### config.mk
export PLATFORM = sky130hd
export DESIGN_NAME = ccw_div
export DESIGN_NICKNAME = d
export VERILOG_FILES = /design/src/rtl/core/ccw_pkg.sv /design/src/rtl/core/ccw_div.sv
export SDC_FILE = /design/constraint.sdc
export NUM_CORES = 1
export LEC_CHECK = 0
export BUFFER_PORTS_ARGS = -buffer_cell sky130_fd_sc_hd__clkbuf_2
export CAP_MARGIN = 5
export CORE_MARGIN = 2
export CORE_UTILIZATION = 39
export CTS_CLUSTER_DIAMETER = 200
export DETAILED_ROUTE_END_ITERATION = 10
export PLACE_DENSITY = 0.67
export SETUP_SLACK_MARGIN = 0.4
export SYNTH_ARGS = -nofsm -noshare
export SYNTH_HDL_FRONTEND = slang
export SYNTH_SLANG_ARGS = --single-unit
export TNS_END_PERCENT = 5
### constraint.sdc
create_clock -name clk -period 3.5 [get_ports clk]
set_input_delay 0.175 -clock clk [delete_from_list [all_inputs] [get_ports clk]]
set_output_delay 0.175 -clock clk [all_outputs]
set_load 0.005 [all_outputs]
### src/rtl/core/ccw_pkg.sv
// Package for the text console cell writer: geometry constants, byte codes,
// register indexes and the item and store request types. No dependencies.
package ccw_pkg;

    localparam int MAX_COLUMNS = 128;
    localparam int MAX_ROWS    = 32;
    localparam int FLUSH_BURST = 64;
    localparam int STORE_CELLS = MAX_COLUMNS * MAX_ROWS;
    localparam int ADDR_W      = $clog2(STORE_CELLS);
    localparam int CUR_W       = ADDR_W + 1;
    localparam int CNT_W       = $clog2(FLUSH_BURST + 1);
    localparam int TAB_STEP    = 4;

    localparam logic [7:0] BYTE_NL    = 8'h0A;
    localparam logic [7:0] BYTE_BS    = 8'h08;
    localparam logic [7:0] BYTE_TAB   = 8'h09;
    localparam logic [7:0] BYTE_DEL   = 8'h7F;
    localparam logic [7:0] BYTE_SPACE = 8'h20;
    localparam logic [7:0] CHAR_BLANK = 8'h00;

    localparam logic OP_WRITE = 1'b0;
    localparam logic OP_FLUSH = 1'b1;

    typedef enum logic [1:0] {
        CFG_COLUMNS = 2'd0,
        CFG_ROWS    = 2'd1,
        CFG_BG      = 2'd2,
        CFG_FG      = 2'd3
    } cfg_index_t;

    typedef struct packed {
        logic       op;
        logic [7:0] byte_req;
    } req_t;

    typedef struct packed {
        logic [6:0] column;
        logic [4:0] row;
        logic [7:0] character;
        logic [3:0] background;
        logic [3:0] foreground;
        logic       more_dirty;
        logic       last;
    } rsp_t;

    typedef struct packed {
        logic              rd_en;
        logic [ADDR_W-1:0] rd_addr;
        logic [ADDR_W-1:0] wr_addr;
        logic              cell_we;
        logic [15:0]       cell_data;
        logic              dirty_we;
        logic              dirty_bit;
    } store_req_t;

endpackage

### src/rtl/core/ccw_div.sv
// Restoring divider giving the remainder of the cursor by the column count,
// one bit per cycle. Depends on ccw_pkg.
module ccw_div
    import ccw_pkg::*;
(
    input  logic             clk,
    input  logic             rst_n,
    input  logic             start,
    input  logic [CUR_W-1:0] dividend,
    input  logic [7:0]       divisor,
    output logic             busy,
    output logic [7:0]       remainder
);

    localparam int COUNT_W = $clog2(CUR_W + 1);

    logic [7:0]         rem_reg, rem_next;
    logic [CUR_W-1:0]   shift_reg, shift_next;
    logic [COUNT_W-1:0] count_reg, count_next;
    logic [8:0]         trial;

    always_comb
    begin
        rem_next   = rem_reg;
        shift_next = shift_reg;
        count_next = count_reg;
        trial      = {rem_reg, shift_reg[CUR_W-1]};
        if (start)
        begin
            rem_next   = '0;
            shift_next = dividend;
            count_next = COUNT_W'(CUR_W);
        end
        else if (count_reg != '0)
        begin
            if (trial >= {1'b0, divisor})
            begin
                rem_next = 8'(trial - {1'b0, divisor});
            end
            else
            begin
                rem_next = trial[7:0];
            end
            shift_next = {shift_reg[CUR_W-2:0], 1'b0};
            count_next = count_reg - COUNT_W'(1);
        end
    end

    always_ff @(posedge clk or negedge rst_n)
    begin
        if (!rst_n)
        begin
            count_reg <= '0;
        end
        else
        begin
            count_reg <= count_next;
        end
    end

    always_ff @(posedge clk)
    begin
        rem_reg   <= rem_next;
        shift_reg <= shift_next;
    end

    assign busy      = (count_reg != '0);
    assign remainder = rem_reg;

endmodule

==> results.json, run 1 <==
{
  "status": "complete, no violations",
  "track_usage": 0.140,
  "maxCapViolCount": 0,
  "grt_pass1_vias": 1101,
  "root_buffer": "clkbuf_8",
  "clk_latency_ns": 0.27,
  "remaining_drc_errors": 0,
  "worstPathArrival_ns": 2.63,
  "cp_max_fo": 12,
  "synth_nets": 182,
  "area_growth_pct": 15.9,
  "hold_slack_ns": 0.196,
  "postCtsResizedCells": 0,
  "cp_cell_sequence": "ha_1, nand3_2, nor2_1, a2111oi_4, mux2_2, a211oi_1",
  "grt_pass1_wl_um": 4690,
  "firstDrtPassIters": 4,
  "fill_cells": 363,
  "synthCells": 147,
  "final_antenna_net_count": 0,
  "synth_warnings": 0,
  "critPathTopFamily": "compound AO/OA/AOI/OAI gates",
  "start_util": 0.412,
  "die_h_um": 66.7,
  "die_area_mm2": 0.00445,
  "largest_reg_flops": 13,
  "yosys-top-cells-area": "edfxtp_1 (25%), dfxtp_1 (10%), mux2_2 (9.6%)",
  "multi_input_area_um2": 786,
  "ys_types": 43,
  "timing.slew.headroom": 0.455,
  "fin_worst_skew_ns": 0.00679,
  "setup_viol": 0,
  "cp_slowest_cell": "a2111oi_4",
  "layout-drive-gt1-share": 0.309,
  "fin_crit_sh": 0.701,
  "worstMarginPinSlew_ns": 0.818,
  "hold_path.class": "in2reg",
  "place.gp.congestion": 0.860,
  "clk_path_buf_depth": 2,
  "vdd_drop_max_mv": 0.239,
  "nets": 214,
  "dp_hpwl_um": 2250,
  "leakage_nw": 0.822,
  "wire_per_inst_um": 12.7,
  "synth_top_area_share": 0.255,
  "max_freq_mhz": 408,
  "cp_data_required_time_ns": 3.68,
  "grt_max_degree": 26,
  "path_buf_inv": 0,
  "seqCellArea_um2": 651,
  "hold_viol": 0,
  "fin_crit_ns": 2.45,
  "portBuffers": 32,
  "power_density_mw_per_mm2": 639,
  "antenna_found_initial": 0,
  "reg2reg_slack_ns": 1.05,
  "startpoint_type": "flip-flop",
  "finalSetupTns_ns": 0,
  "avgSynthCellArea_um2": 10.4,
  "n_antenna_cell": 0,
  "ys_seq_area_frac": 0.424,
  "routed_wl_um": 2880,
  "vias": 1169,
  "grt-ovfl-total": 0,
  "clock-sinks": 25,
  "die_w_um": 66.7,
  "synth_area_mm2": 0.00153,
  "cts_tree": "built",
  "h-tree-depth": 1,
  "drt-vias-per-instance": 5.17,
  "tritoncts.num_buffers": 3,
  "netlist.top_cell.by_area": "edfxtp_1",
  "cp-end-kind": "flip-flop",
  "slowest_delay_ns": 0.79,
  "path_class": "reg2reg",
  "ys_ff_latch": 25,
  "clk_pin_slew_ns": 0.09,
  "slew_violations": 0,
  "num_io_pins": 33,
  "rows": 22,
  "dr.first_iter.drc_count": 38,
  "core_area_mm2": 0.00372,
  "rsz0062_at_grt": "false"
}
worst register-to-register path, delay by kind of cell, from the launching register on:
| kind | cells | cell delay (ns) |
|---|---|---|
| simple gates | 2 | 0.22 |
| mux | 1 | 0.42 |
| flops | 1 | 0.35 |
| fa+ha+maj | 1 | 0.38 |
| compound gates | 2 | 1.01 |
through the flow:
stage	std cells	power [mW]	utilization	area (um2)	setup WS [ns]
after detailed placement	221	0.972	0.463	1720	1.05
final	226	1.13	0.478	1780	1.05
after global placement	221	0.947	0.463	1720	1.17
after floorplan	147	0.848	-	1530	1.62
after global routing	226	1.23	0.478	1780	0.917
after CTS	226	1.14	0.478	1780	1.03
final timing paths:
path / start / to / cells after the start
hold / removal: dividend[0] / shift_reg[0] / 2
min in group asynchronous: rst_n / count_reg[0] / 2
hold reg to reg: count_reg[3] / count_reg[3] / 1
setup reg to reg: remainder[4] / remainder[0] / 6
max in group asynchronous: rst_n / count_reg[1] / 2
setup / recovery: remainder[4] / remainder[0] / 6
synthesized netlist by cell type (all sizes together):
| cell | count |
|---|---|
| inv | 17 |
| nor2 | 15 |
| edfxtp | 13 |
| mux2 | 13 |
| ha | 10 |
| dfxtp | 8 |
| a21oi | 7 |
| nand2 | 7 |
| a211oi | 6 |
| dfrtp | 4 |
| mux2i | 4 |
| o21ai | 4 |
| buf | 3 |
| clkbuf | 3 |
| xnor2 | 3 |
| xor2 | 3 |
| a31oi | 2 |
| and2 | 2 |
| nand3 | 2 |
| nor3 | 2 |
| a2111oi | 1 |
| a211o | 1 |
| a311o | 1 |
| a32oi | 1 |
| a41o | 1 |
| a41oi | 1 |
| and3 | 1 |
| and4 | 1 |
| fa | 1 |
| nand2b | 1 |
| nor2b | 1 |
| nor4 | 1 |
| o211ai | 1 |
| o22ai | 1 |
| o31ai | 1 |
| o41ai | 1 |
| or2b | 1 |
| or3 | 1 |
| or4 | 1 |
power by group:
group	leakage, nW	switching, mW	total [mW]	internal [mW]
Combinational	0.549	0.288	0.542	0.254
Sequential	0.248	0.0548	0.426	0.372
Clock	0.0255	0.0863	0.166	0.0795
layer usage:
metal	global-route usage	routed length [um]
met4	0.0536	46
met3	0.0203	112
met5	0	0
met2	0.229	1410
met1	0.186	1320
area by class of cell:
cell class              instances  area share
repair buffers                 33      0.0958
multi-input cells              99       0.442
clock inverters                 1     0.00282
clock buffers                   3      0.0232
inverters                      17      0.0359
flip-flops and latches         25       0.366
well taps                      48      0.0338
cell families after synthesis:
logic type,synth area share
buf+inv,0.0629
simple gates,0.115
mux,0.122
compound gates,0.147
xor+xnor,0.0343
fa+ha+maj,0.0947
flops,0.424
what timing repair did:
| action | 4_1_cts | 5_1_grt |
|---|---|---|
| endpoints found under the hold margin | 4 | 0 |
| hold buffers | 1 | 0 |
| buffers inserted | 0 | 0 |
layout by cell type, fill, tap and decap left out, types with 3 or more instances in the layout:
cell / synthesis / routed
mux2i_1: 4 / 4
dfrtp_1: 4 / 4
nand2_1: 7 / 7
xnor2_1: 3 / 3
edfxtp_1: 13 / 13
xor2_1: 3 / 3
clkbuf_8: 0 / 3
dfxtp_1: 8 / 8
clkbuf_2: 0 / 32
o21ai_0: 3 / 3
a21oi_1: 6 / 6
ha_1: 10 / 10
inv_1: 17 / 17
mux2_2: 13 / 13
nor2_1: 15 / 15
a211oi_1: 6 / 6
(Power assumes the default switching activity.)
==> run 2, diff against run 1 <==
Clock period 3.5 ns to 2.5 ns, I/O delays scaled along.
==> run 2 against run 1 <==
First-iteration DRC count increased by 92%. Fmax up 20%. Final cell count rose by 1.3%. Sequential share of layout area shrank 0.95 points. Utilization up 1.3 points. Clock skew decreased by 0.0037 ns. Hold slack worse by 0.045 ns. Setup slack worse by 0.58 ns. Total power is 43% higher. Critical path type unchanged. Largest power group unchanged.
==> results.json, run 2 (same netlist as run 1, synthesis figures left out) <==
{
  "status": "complete, no violations",
  "path_class": "reg2reg",
  "firstDrtPassIters": 4,
  "reg2reg_slack_ns": 0.46,
  "n_antenna_cell": 0,
  "fin_area_mm2": 0.00182,
  "largest_reg_flops": 13,
  "multi_input_area_um2": 791,
  "worstPathArrival_ns": 2.22,
  "p_seq_frac": 0.368,
  "clk_pin_slew_ns": 0.09,
  "timing.slew.headroom": 0.641,
  "final_common_cell": "clkbuf_2",
  "layout_common_cells": "clkbuf_2 (32), inv_1 (16), nor2_1 (15), mux2_2 (13), edfxtp_1 (13)",
  "wire_per_inst_um": 13.3,
  "finalSetupTns_ns": 0,
  "routed_wl_um": 3050,
  "cp_data_required_time_ns": 2.68,
  "die_h_um": 66.7,
  "portBuffers": 32,
  "rsz0062_at_grt": "true",
  "swShare": 0.376,
  "final_antenna_net_count": 0,
  "r2r_end": "remainder[6]",
  "vias": 1208,
  "die_area_mm2": 0.00445,
  "num_io_pins": 33,
  "place.gp.congestion": 0.828,
  "p_int_mw": 1.02,
  "max_freq_mhz": 491,
  "core_area_mm2": 0.00372,
  "h-tree-depth": 1,
  "antenna_found_initial": 0,
  "grt_pass1_vias": 1168,
  "clk_latency_ns": 0.26,
  "reg2reg_from": "shift_reg[12]",
  "p_sw_mw": 0.611,
  "dr.first_iter.drc_count": 73,
  "tritoncts.num_buffers": 3,
  "dp_hpwl_um": 2400,
  "r2r_cells": 8,
  "drt-vias-per-instance": 5.28,
  "clock-sinks": 25,
  "crit_start": "shift_reg[12]",
  "die_w_um": 66.7,
  "maxCapViolCount": 0,
  "power_density_mw_per_mm2": 892,
  "fin_worst_skew_ns": 0.00306,
  "track_usage": 0.147,
  "clk_path_buf_depth": 2,
  "fin_crit_ns": 2.04,
  "cp_max_fo": 3,
  "layout-drive-gt1-share": 0.337,
  "remaining_drc_errors": 0,
  "nets": 217,
  "grt_pass1_wl_um": 5040,
  "hold_path.class": "in2reg",
  "rows": 22,
  "fill_cells": 352,
  "power.share.combinational": 0.488,
  "crit_path_end": "remainder[6]",
  "seqCellArea_um2": 651,
  "slew_violations": 0,
  "cts_tree": "built",
  "worstMarginPinSlew_ns": 0.538,
  "root_buffer": "clkbuf_8",
  "clock_power_share": 0.144,
  "cp-end-kind": "flip-flop",
  "area_growth_pct": 19.0,
  "grt_max_degree": 26,
  "start_util": 0.412,
  "grt-ovfl-total": 0,
  "hold_viol": 0,
  "setup_viol": 0,
  "fin_crit_sh": 0.815,
  "leakage_nw": 0.844,
  "startpoint_type": "flip-flop",
  "placed_area_mm2": 0.00174,
  "vdd_drop_max_mv": 0.284
}
==> run 2: cell count changes in the layout (fill, tap and decap cells not counted), sizes merged <==
cell | before | now
buf | 0 | 3
inv | 17 | 16
clkinvlp | 0 | 1
==> run 2: worst min path at each step <==
stage | end | slack [ns] | startpoint | cells after the start
6_report | shift_reg[0] | 0.15 | dividend[0] | 2
3_5_place_dp | count_reg[0] | -0.06 | rst_n | 1
4_1_cts | shift_reg[0] | 0.14 | dividend[0] | 2
5_1_grt | shift_reg[0] | 0.14 | dividend[0] | 2
2_1_floorplan | count_reg[0] | -0.17 | rst_n | 0
3_3_place_gp | count_reg[1] | -0.07 | rst_n | 1
==> run 2: power by group through the flow <==
stage / Combinational, mW / Sequential [mW] / Clock, mW
4_1_cts: 0.777 / 0.598 / 0.242
2_1_floorplan: 0.595 / 0.592 / 0
3_5_place_dp: 0.771 / 0.608 / 0
6_report: 0.794 / 0.599 / 0.234
5_1_grt: 0.887 / 0.610 / 0.260
3_3_place_gp: 0.752 / 0.603 / 0
==> run 2: stage by stage <==
stage | hold slack, ns | setup slack (ns) | utilization | power (mW) | cells
finish | 0.151 | 0.463 | 0.491 | 1.63 | 229
floorplan | -0.171 | 0.616 | - | 1.19 | 147
CTS | 0.143 | 0.445 | 0.482 | 1.62 | 228
global route | 0.137 | 0.318 | 0.491 | 1.76 | 229
global placement | -0.0655 | 0.467 | 0.467 | 1.35 | 223
detailed placement | -0.0607 | 0.449 | 0.467 | 1.38 | 223
==> run 2: routing by layer <==
layer	vias to the layer above	track usage	share of wire
met1	585	0.177	0.44
met4	0	0.0587	0.011
li1	595	-	-
met5	-	0	0
met3	4	0.0304	0.042
met2	24	0.255	0.51
==> run 2: layout make-up <==
cell class / count / area share
multi-input combinational: 99 / 0.433
timing repair buffer: 36 / 0.115
inverter: 17 / 0.0370
tap: 48 / 0.0329
clock inverter: 1 / 0.00274
sequential: 25 / 0.357
clock buffer: 3 / 0.0226
==> run 2: repair_timing <==
item                                    CTS  global route
endpoints found under the hold margin     4             0
resized for setup                         0             4
hold buffers                              1             0
endpoints found under the setup margin    0            19
buffers inserted                          0             1
==> run 2: critical path, cell delays in order (launching register included) <==
cell and delay (ns):
edfxtp_1 0.33, inv_1 0.05, ha_1 0.21, fa_1 0.40
or2b_1 0.25, a21oi_1 0.17, nand3_1 0.10, a41o_2 0.25
a211oi_1 0.18
